===== src/pls_pkg.sv =====
// shared types, constants and helpers of the pixel line scaler
package pls_pkg;

   localparam int MAX_LINE_WIDTH = 1024;
   localparam int PALETTE_DEPTH  = 256;
   localparam int FB_ADDR_BITS   = 20;

   localparam int WIDTH_BITS  = 11;
   localparam int STEP_BITS   = 18;
   localparam int STRIDE_BITS = 12;
   localparam int MARGIN_BITS = 8;
   localparam int ROW_BITS    = 9;
   localparam int PIX_BITS    = 8;
   localparam int POS_BITS    = 19;
   localparam int FRAC_BITS   = 8;

   localparam int CNT_BITS = $clog2(MAX_LINE_WIDTH + 1);
   localparam int COL_BITS = $clog2(2 * MAX_LINE_WIDTH);
   localparam int CMP_BITS = ((COL_BITS > WIDTH_BITS) ? COL_BITS : WIDTH_BITS) + 1;

   localparam int PAL_ADDR_BITS = $clog2(PALETTE_DEPTH);
   localparam int CODE_CMP_BITS = PIX_BITS + 1;

   localparam int PROD_BITS = ROW_BITS + STRIDE_BITS;
   localparam int SUM_MIN_BITS = ((PROD_BITS > COL_BITS) ? PROD_BITS : COL_BITS) + 1;
   localparam int ADDR_SUM_BITS = (FB_ADDR_BITS > SUM_MIN_BITS) ? FB_ADDR_BITS : SUM_MIN_BITS;

   localparam int CSR_INDEX_BITS = 3;
   localparam int CSR_DATA_BITS  = STEP_BITS;

   localparam logic [CSR_INDEX_BITS-1:0] CSR_SOURCE_WIDTH = 3'd0;
   localparam logic [CSR_INDEX_BITS-1:0] CSR_DEST_WIDTH   = 3'd1;
   localparam logic [CSR_INDEX_BITS-1:0] CSR_SCALE_STEP   = 3'd2;
   localparam logic [CSR_INDEX_BITS-1:0] CSR_LINE_STRIDE  = 3'd3;
   localparam logic [CSR_INDEX_BITS-1:0] CSR_LEFT_MARGIN  = 3'd4;
   localparam logic [CSR_INDEX_BITS-1:0] CSR_USE_PALETTE  = 3'd5;

   localparam logic MODE_PIXEL     = 1'b0;
   localparam logic MODE_PAL_WRITE = 1'b1;

   localparam logic [WIDTH_BITS-1:0]  SOURCE_WIDTH_RESET = 11'd352;
   localparam logic [WIDTH_BITS-1:0]  DEST_WIDTH_RESET   = 11'd352;
   localparam logic [STEP_BITS-1:0]   SCALE_STEP_RESET   = 18'd256;
   localparam logic [STRIDE_BITS-1:0] LINE_STRIDE_RESET  = 12'd412;
   localparam logic [MARGIN_BITS-1:0] LEFT_MARGIN_RESET  = 8'd60;
   localparam logic                   USE_PALETTE_RESET  = 1'b1;

   localparam logic [POS_BITS-1:0] POS_MAX = {POS_BITS{1'b1}};

   typedef struct packed {
      logic                mode;
      logic [PIX_BITS-1:0] source_value;
      logic [PIX_BITS-1:0] palette_color;
      logic [ROW_BITS-1:0] dest_row;
      logic                first_of_line;
   } req_item_type;

   typedef struct packed {
      logic [FB_ADDR_BITS-1:0] fb_address;
      logic [PIX_BITS-1:0]     pixel_color;
      logic                    end_of_line;
   } rsp_item_type;

   typedef struct packed {
      logic [WIDTH_BITS-1:0]  source_width;
      logic [WIDTH_BITS-1:0]  dest_width;
      logic [STEP_BITS-1:0]   scale_step;
      logic [STRIDE_BITS-1:0] line_stride;
      logic [MARGIN_BITS-1:0] left_margin;
      logic                   use_palette;
   } cfg_type;

   // what one accepted pixel asks of the output side
   typedef struct packed {
      logic                emit;
      logic                dbl;
      logic [COL_BITS-1:0] col;
      logic                last;
      logic [ROW_BITS-1:0] row;
      logic                map_pal;
      logic                code_ok;
      logic [PIX_BITS-1:0] value;
   } plan_type;

   function automatic logic [CNT_BITS-1:0] clamp_width(input logic [WIDTH_BITS-1:0] w);
      logic [CNT_BITS-1:0] r;
      if (CMP_BITS'(w) > CMP_BITS'(MAX_LINE_WIDTH)) begin
         r = CNT_BITS'(MAX_LINE_WIDTH);
      end else begin
         r = CNT_BITS'(w);
      end
      return r;
   endfunction

endpackage


===== src/pls_palette.sv =====
// palette memory with one write port and one registered read port
module pls_palette (
   input  logic                           clock,
   input  logic                           wr_en,
   input  logic [pls_pkg::PIX_BITS-1:0]   wr_addr,
   input  logic [pls_pkg::PIX_BITS-1:0]   wr_data,
   input  logic                           rd_en,
   input  logic [pls_pkg::PIX_BITS-1:0]   rd_addr,
   output logic [pls_pkg::PIX_BITS-1:0]   rd_data
);

   logic [pls_pkg::PIX_BITS-1:0] palette_mem [pls_pkg::PALETTE_DEPTH];
   logic [pls_pkg::PIX_BITS-1:0] pal_rd_ff;
   logic                         wr_ok;

   assign wr_ok = wr_en && (pls_pkg::CODE_CMP_BITS'(wr_addr) <
                            pls_pkg::CODE_CMP_BITS'(pls_pkg::PALETTE_DEPTH));

   always_ff @(posedge clock) begin
      if (wr_ok) begin
         palette_mem[wr_addr[pls_pkg::PAL_ADDR_BITS-1:0]] <= wr_data;
      end
   end

   always_ff @(posedge clock) begin
      if (rd_en) begin
         pal_rd_ff <= palette_mem[rd_addr[pls_pkg::PAL_ADDR_BITS-1:0]];
      end
   end

   assign rd_data = pal_rd_ff;

endmodule


===== src/pls_line_ctrl.sv =====
// line counters and per-pixel column plan for decimate, double and centre modes
module pls_line_ctrl (
   input  logic                  clock,
   input  logic                  reset,
   input  logic                  accept,
   input  pls_pkg::req_item_type item,
   input  pls_pkg::cfg_type      cfg,
   output pls_pkg::plan_type     plan
);

   logic [pls_pkg::CNT_BITS-1:0] src_idx_ff, src_idx_in;
   logic [pls_pkg::CNT_BITS-1:0] out_col_ff, out_col_in;
   logic [pls_pkg::POS_BITS-1:0] pos_ff, pos_in;

   logic [pls_pkg::CNT_BITS-1:0] idx, oc, w, d, off;
   logic [pls_pkg::POS_BITS-1:0] pos;
   logic [pls_pkg::POS_BITS:0]   pos_sum;
   logic                         is_pixel, in_range, decimate, dbl, dec_emit;

   always_comb begin
      is_pixel = (item.mode == pls_pkg::MODE_PIXEL);
      idx = item.first_of_line ? '0 : src_idx_ff;
      oc  = item.first_of_line ? '0 : out_col_ff;
      pos = item.first_of_line ? '0 : pos_ff;
      w = pls_pkg::clamp_width(cfg.source_width);
      d = pls_pkg::clamp_width(cfg.dest_width);
      in_range = (pls_pkg::CMP_BITS'(idx) < pls_pkg::CMP_BITS'(w));
      decimate = (pls_pkg::CMP_BITS'(w) > pls_pkg::CMP_BITS'(d));
      dbl = !decimate &&
            ((pls_pkg::CMP_BITS'(w) << 1) == pls_pkg::CMP_BITS'(d));
      dec_emit = (pls_pkg::CMP_BITS'(oc) < pls_pkg::CMP_BITS'(d)) &&
                 (pls_pkg::CMP_BITS'(pos[pls_pkg::POS_BITS-1:pls_pkg::FRAC_BITS]) <=
                  pls_pkg::CMP_BITS'(idx));
      off = (d - w) >> 1;
      pos_sum = (pls_pkg::POS_BITS+1)'(pos) + (pls_pkg::POS_BITS+1)'(cfg.scale_step);

      src_idx_in = idx;
      out_col_in = oc;
      pos_in     = pos;
      if (in_range) begin
         src_idx_in = idx + 1'b1;
         if (decimate && dec_emit) begin
            out_col_in = oc + 1'b1;
            pos_in = pos_sum[pls_pkg::POS_BITS] ? pls_pkg::POS_MAX
                                                : pos_sum[pls_pkg::POS_BITS-1:0];
         end
      end

      plan.emit    = is_pixel && in_range && (!decimate || dec_emit);
      plan.dbl     = dbl;
      plan.row     = item.dest_row;
      plan.map_pal = cfg.use_palette;
      plan.code_ok = (pls_pkg::CODE_CMP_BITS'(item.source_value) <
                      pls_pkg::CODE_CMP_BITS'(pls_pkg::PALETTE_DEPTH));
      plan.value   = item.source_value;
      if (decimate) begin
         plan.col  = pls_pkg::COL_BITS'(oc);
         plan.last = ((pls_pkg::CMP_BITS'(oc) + 1'b1) == pls_pkg::CMP_BITS'(d));
      end else if (dbl) begin
         plan.col  = pls_pkg::COL_BITS'({idx, 1'b0});
         plan.last = ((pls_pkg::CMP_BITS'(idx) + 1'b1) == pls_pkg::CMP_BITS'(w));
      end else begin
         plan.col  = pls_pkg::COL_BITS'(off) + pls_pkg::COL_BITS'(idx);
         plan.last = ((pls_pkg::CMP_BITS'(idx) + 1'b1) == pls_pkg::CMP_BITS'(w));
      end
   end

   always_ff @(posedge clock) begin
      if (reset) begin
         src_idx_ff <= '0;
         out_col_ff <= '0;
         pos_ff     <= '0;
      end else if (accept && is_pixel) begin
         src_idx_ff <= src_idx_in;
         out_col_ff <= out_col_in;
         pos_ff     <= pos_in;
      end
   end

endmodule


===== src/pls_emit.sv =====
// holding stage for one pixel, colour select, address calc and result register
module pls_emit (
   input  logic                         clock,
   input  logic                         reset,
   input  logic                         accept,
   input  pls_pkg::plan_type            plan,
   input  logic [pls_pkg::PIX_BITS-1:0] pal_data,
   input  pls_pkg::cfg_type             cfg,
   output logic                         ready,
   output logic                         rsp_valid,
   input  logic                         rsp_stall,
   output pls_pkg::rsp_item_type        rsp_item
);

   logic                  hold_valid_ff, hold_valid_in;
   pls_pkg::plan_type     hold_ff;
   logic                  phase_ff, phase_in;
   logic                  out_valid_ff, out_valid_in;
   pls_pkg::rsp_item_type out_ff, out_in;

   logic                             out_free, hold_move, hold_done;
   logic [pls_pkg::PROD_BITS-1:0]     prod;
   logic [pls_pkg::ADDR_SUM_BITS-1:0] addr_sum;
   logic [pls_pkg::COL_BITS-1:0]      col;

   always_comb begin
      out_free  = !out_valid_ff || !rsp_stall;
      hold_move = hold_valid_ff && out_free;
      hold_done = hold_move && (!hold_ff.dbl || phase_ff);
      ready     = !hold_valid_ff || hold_done;

      col = hold_ff.col | pls_pkg::COL_BITS'(phase_ff);
      prod = pls_pkg::PROD_BITS'(hold_ff.row) * pls_pkg::PROD_BITS'(cfg.line_stride);
      addr_sum = pls_pkg::ADDR_SUM_BITS'(prod) + pls_pkg::ADDR_SUM_BITS'(cfg.left_margin) +
                 pls_pkg::ADDR_SUM_BITS'(col);
      out_in.fb_address = addr_sum[pls_pkg::FB_ADDR_BITS-1:0];
      if (!hold_ff.map_pal) begin
         out_in.pixel_color = hold_ff.value;
      end else if (hold_ff.code_ok) begin
         out_in.pixel_color = pal_data;
      end else begin
         out_in.pixel_color = '0;
      end
      out_in.end_of_line = hold_ff.dbl ? (phase_ff && hold_ff.last) : hold_ff.last;

      if (accept) begin
         hold_valid_in = plan.emit;
      end else if (hold_done) begin
         hold_valid_in = 1'b0;
      end else begin
         hold_valid_in = hold_valid_ff;
      end

      if (accept || hold_done) begin
         phase_in = 1'b0;
      end else if (hold_move) begin
         phase_in = 1'b1;
      end else begin
         phase_in = phase_ff;
      end

      if (hold_move) begin
         out_valid_in = 1'b1;
      end else if (!rsp_stall) begin
         out_valid_in = 1'b0;
      end else begin
         out_valid_in = out_valid_ff;
      end
   end

   always_ff @(posedge clock) begin
      if (reset) begin
         hold_valid_ff <= 1'b0;
         phase_ff      <= 1'b0;
         out_valid_ff  <= 1'b0;
      end else begin
         hold_valid_ff <= hold_valid_in;
         phase_ff      <= phase_in;
         out_valid_ff  <= out_valid_in;
      end
   end

   always_ff @(posedge clock) begin
      if (accept) begin
         hold_ff <= plan;
      end
      if (hold_move) begin
         out_ff <= out_in;
      end
   end

   assign rsp_valid = out_valid_ff;
   assign rsp_item  = out_ff;

endmodule


===== src/pixel_line_scaler.sv =====
// Pixel line scaler: takes one source pixel or palette write per cycle on the
// req channel while req_stall is low, and writes framebuffer results on the
// rsp channel. Each pixel passes an input stage (line counters, palette read)
// and a holding stage that forms the address and colour into the result
// register, which it loads once that register is free. A pixel yields one
// result, except in doubling mode where it yields two through the single
// result register and the next item is taken only as the second moves on;
// palette writes and pixels that yield no result leave the holding stage empty.
// Registers must be written through the csr port only while no item is in
// flight; the block itself does not enforce this.
module pixel_line_scaler (
   input  logic                                 clock,
   input  logic                                 reset,
   input  logic                                 req_valid,
   output logic                                 req_stall,
   input  pls_pkg::req_item_type                req_item,
   output logic                                 rsp_valid,
   input  logic                                 rsp_stall,
   output pls_pkg::rsp_item_type                rsp_item,
   input  logic                                 csr_we,
   input  logic [pls_pkg::CSR_INDEX_BITS-1:0]   csr_index,
   input  logic [pls_pkg::CSR_DATA_BITS-1:0]    csr_wdata
);

   pls_pkg::cfg_type  cfg_ff;
   pls_pkg::plan_type plan;
   logic [pls_pkg::PIX_BITS-1:0] pal_data;
   logic ready, accept;

   assign req_stall = !ready;
   assign accept    = req_valid && ready;

   always_ff @(posedge clock) begin
      if (reset) begin
         cfg_ff.source_width <= pls_pkg::SOURCE_WIDTH_RESET;
         cfg_ff.dest_width   <= pls_pkg::DEST_WIDTH_RESET;
         cfg_ff.scale_step   <= pls_pkg::SCALE_STEP_RESET;
         cfg_ff.line_stride  <= pls_pkg::LINE_STRIDE_RESET;
         cfg_ff.left_margin  <= pls_pkg::LEFT_MARGIN_RESET;
         cfg_ff.use_palette  <= pls_pkg::USE_PALETTE_RESET;
      end else if (csr_we) begin
         case (csr_index)
            pls_pkg::CSR_SOURCE_WIDTH: begin
               cfg_ff.source_width <= csr_wdata[pls_pkg::WIDTH_BITS-1:0];
            end
            pls_pkg::CSR_DEST_WIDTH: begin
               cfg_ff.dest_width <= csr_wdata[pls_pkg::WIDTH_BITS-1:0];
            end
            pls_pkg::CSR_SCALE_STEP: begin
               cfg_ff.scale_step <= csr_wdata[pls_pkg::STEP_BITS-1:0];
            end
            pls_pkg::CSR_LINE_STRIDE: begin
               cfg_ff.line_stride <= csr_wdata[pls_pkg::STRIDE_BITS-1:0];
            end
            pls_pkg::CSR_LEFT_MARGIN: begin
               cfg_ff.left_margin <= csr_wdata[pls_pkg::MARGIN_BITS-1:0];
            end
            pls_pkg::CSR_USE_PALETTE: begin
               cfg_ff.use_palette <= csr_wdata[0];
            end
            default: begin
            end
         endcase
      end
   end

   pls_line_ctrl u_line_ctrl (
      .clock  (clock),
      .reset  (reset),
      .accept (accept),
      .item   (req_item),
      .cfg    (cfg_ff),
      .plan   (plan)
   );

   pls_palette u_palette (
      .clock   (clock),
      .wr_en   (accept && (req_item.mode == pls_pkg::MODE_PAL_WRITE)),
      .wr_addr (req_item.source_value),
      .wr_data (req_item.palette_color),
      .rd_en   (accept && (req_item.mode == pls_pkg::MODE_PIXEL)),
      .rd_addr (req_item.source_value),
      .rd_data (pal_data)
   );

   pls_emit u_emit (
      .clock     (clock),
      .reset     (reset),
      .accept    (accept),
      .plan      (plan),
      .pal_data  (pal_data),
      .cfg       (cfg_ff),
      .ready     (ready),
      .rsp_valid (rsp_valid),
      .rsp_stall (rsp_stall),
      .rsp_item  (rsp_item)
   );

endmodule


===== config.mk =====
export PLATFORM = sky130hd
export DESIGN_NAME = pixel_line_scaler
export DESIGN_NICKNAME = d
export VERILOG_FILES = /design/src/pls_pkg.sv /design/src/pls_palette.sv /design/src/pls_line_ctrl.sv /design/src/pls_emit.sv /design/src/pixel_line_scaler.sv
export SDC_FILE = /design/constraint.sdc
export NUM_CORES = 2
export LEC_CHECK = 0
export BUFFER_PORTS_ARGS = -buffer_cell sky130_fd_sc_hd__buf_2
export CORE_AREA = 2 2 519 521
export DETAILED_ROUTE_END_ITERATION = 16
export DIE_AREA = 0 0 521 523
export PLACE_DENSITY = 0.51
export SYNTH_ARGS = -nofsm -noshare
export SYNTH_HDL_FRONTEND = slang
export SYNTH_SLANG_ARGS = --single-unit
export TNS_END_PERCENT = 20

===== constraint.sdc =====
create_clock -name clock -period 7.8 [get_ports clock]
set_input_delay 0.39 -clock clock [delete_from_list [all_inputs] [get_ports clock]]
set_output_delay 0.39 -clock clock [all_outputs]
set_load 0.005 [all_outputs]

==> run summary <==
Post-Syn Area: 93100 um2
CTS tree: yes
Clock buffer count from CTS: 228
Worst-path clk slew: 0.06 ns
Highest Clock Rate: 180 MHz
Most common cell after layout, fill and taps aside: edfxtp_1
End-of-flow core utilization: 39.6%
Distinct cells, synth: 70
Met3 usage in global routing: 2.72%
Slew @ Worst Pin: 1.20 ns
Post-synth EDFFs: 2116
Total number of vias: 47600
Worst Hold Class: in -> reg
Reg2reg setup slack: 2.24 ns
Tot GR Track Use: 18.2%
Hold Path Depth: 1
Clock Sinks: 2221
Internal power: 20500 uW
PostCTS Resize Cnt: 0
Final period util: 71.3%
Sw Pwr: 6380 uW
Synthesized area per cell: 18.8 um2
Layout Area Growth over Synthesis: 13.5%
Largest net degree at the start of global routing: 171
Clk network pwr share: 41.0%
GRT met1 Usage: 26.8%
Async SR Flop Fraction: 0%
Starting Density: 34.9%
Worst path depth: 19
CTS Buffer Depth: 3
Final-report hold violation count: 0
First-pass GRT wire length: 359000 um
GP Congestion: 0.807
ANT nets after route: 0
Fin cells: 8881
Switching share of total power: 23.7%
DRT iter0 DRCs: 4569
Initial antenna violation count: 10
Final wirelength: 250000 um
Combinational power share: 9.7%
Final instance area: 106000 um2
Number of fill cells: 23800
Gr ovfl total: 0
PD cells: 255 nW/um2
H-Tree Level Count: 4
Yosys top cell area share: 68.2%
DIE HEIGHT: 523 um
Post-Synthesis Cells: 4964
CP Class: reg -> reg
Inst Count DP: 8421
Core region area: 267000 um2
Outcome: finished clean
Setup crit start: u_emit.hold_ff[10]
Critical-path cell list: nand2_1 > fa_1 > inv_1 > fa_1 > inv_1 > fa_1 > inv_1 > fa_1 > inv_1 > fa_1 > inv_1 > ha_1 > or3_1 > o221a_2 > o221ai_1 > o211a_1 > o21bai_1 > a21oi_1 > xnor2_1
Per-cell routed wire length: 28.2 um
Most frequent cells in the layout: edfxtp_1, mux4_2, nor2_1
Placed cell area: 97800 um2
Flops & latches, synth: 2221
Post-synthesis sequential area ratio: 70.5%
Yosys top cell by area: edfxtp_1
Met2 usage: 28.8%
Crit Reg-Reg Startpoint: u_emit.hold_ff[10]
Leakage: 0.0339 uW
Max-Cap Viols: 0
Number of global-route vias before repair: 48200
Reg power frac: 49.3%
Peak fanout along the critical path: 12
Largest cells by area after synthesis: edfxtp_1, mux4_2, dfxtp_1
Buf/Inv on CP: 5
Die ar.: 272000 um2
Setup Skew: 0.0697 ns
Synth Flop Type: edfxtp_1
Num ports: 84
DR pass1 iterations: 5
Nets: 5409
Drt drc: 0
Root Buffer: clkbuf_16
Crit path max-delay family: adder cells
I/O Buffers: 83
Setup crit end: u_emit.rsp_item[28]
HPWL after DPL: 155000 um
Die X: 521 um
Post-Syn Nets: 5237
Fraction of layout cells with a size suffix above 1: 22.1%
R2r endpoint: u_emit.rsp_item[28]
Max Slew Vio Count: 0
FP Rows: 190
Final setup fails: 0
Critical path launch point type: flip-flop
CP peak stage delay: 0.56 ns
Yosys warnings: 0
Critical path endpoint category: flip-flop
DR vias/cell: 5.36
Slew HR: 20.3%
Unrepaired setup endpoints after global routing: no
Worst EP arrival: 6.15 ns
Reg2reg path depth: 19
Most Crowded Layer GR: met2
Setup tns final: 0 ns
Minimum clock period: 5.56 ns
WP data required: 8.39 ns
Max IR drop VDD: 0.261 mV
Clk Latency, worst-skew pair: 0.89 ns
Critical Path Slowest Stage Cell: edfxtp_1
-- worst min-delay path by stage --
| stage | from | to | slack, ns |
|---|---|---|---|
| 2_1_floorplan | cfg_ff[0] | u_emit.hold_ff[9] | 0.40 |
| 3_3_place_gp | cfg_ff[27] | cfg_ff[27] | 0.45 |
| 3_5_place_dp | u_line_ctrl.pos_ff[0] | u_line_ctrl.pos_ff[0] | 0.45 |
| 4_1_cts | req_item[25] | u_emit.hold_ff[7] | 0.004 |
| 5_1_grt | req_item[16] | u_palette.palette_mem[85][6] | 0.02 |
| 6_report | req_item[16] | u_palette.palette_mem[87][6] | 0.03 |
-- kinds of logic after synthesis --
kind of cell	after synthesis	share of synthesized area (%)
mux	674	15.9
xor+xnor	86	0.809
flops	2221	70.5
buf+inv	437	2.00
simple gates	975	4.69
compound gates	351	2.45
fa+ha+maj	220	3.67
-- metrics by stage --
step	hold WS [ns]	setup slack [ns]	power [uW]
6_report	0.0327	2.24	26900
5_1_grt	0.0208	1.88	27800
4_1_cts	0.00435	2.20	27200
3_5_place_dp	0.450	2.23	16100
3_3_place_gp	0.453	2.26	16100
2_1_floorplan	0.402	2.55	15200
-- layout make-up --
| cell class | instances | area [um2] | share of cell area, % |
|---|---|---|---|
| inverters | 168 | 631 | 0.597 |
| diodes | 1 | 2.50 | 0.00237 |
| well taps | 3552 | 4440 | 4.20 |
| clock buffers | 277 | 5910 | 5.59 |
| multi-input cells | 2306 | 25700 | 24.3 |
| clock inverters | 145 | 1650 | 1.56 |
| flip-flops and latches | 2221 | 65600 | 62.1 |
| repair buffers | 211 | 1750 | 1.66 |
-- state kept, by name, summed over array words and instances, names as in the netlist --
register                flops
u_emit.rsp_valid            1
u_emit.hold_valid_ff        1
cfg_ff                     61
u_line_ctrl.pos_ff         19
u_emit.hold_ff             31
u_line_ctrl.src_idx_ff     11
u_palette.rd_data           8
u_palette.palette_mem    2048
u_line_ctrl.out_col_ff     11
u_emit.rsp_item            29
u_emit.phase_ff             1
-- timing repair --
| action | 4_1_cts | 5_1_grt |
|---|---|---|
| hold endpoints to repair | 115 | 0 |
| hold buffers | 37 | 0 |
| setup buffers | 0 | 0 |
-- Yosys cell counts, drive strengths merged (12+ instances only) --
master / instances
and2: 58
o211ai: 12
inv: 164
nor3: 26
nor2: 328
dfxtp: 105
xor2: 18
edfxtp: 2116
a221oi: 18
mux2i: 21
ha: 131
fa: 89
buf: 98
a21o: 18
nand3: 101
xnor2: 68
nand4: 20
o21ai: 69
o21a: 12
a22oi: 17
a21oi: 111
clkbuf: 171
nor2b: 60
mux2: 12
and3: 15
nand2b: 20
nand2: 312
mux4: 641
a31oi: 16
-- power by group through the flow --
stage	Sequential (uW)	Clock [uW]	Combinational, uW
final	13300	11000	2620
after global routing	13300	11700	2880
after CTS	13300	11300	2650
after detailed placement	13500	0	2630
after global placement	13500	0	2620
after floorplan	13500	0	1700
-- layer usage --
metal	up-vias	part of all wire [%]	wire (um)
met5	-	0.0052	13
met4	2	1.8	4380
met3	288	5.7	14200
met2	1434	47	118000
met1	25700	45	113000
li1	20100	-	-
(Power assumes the default switching activity.)
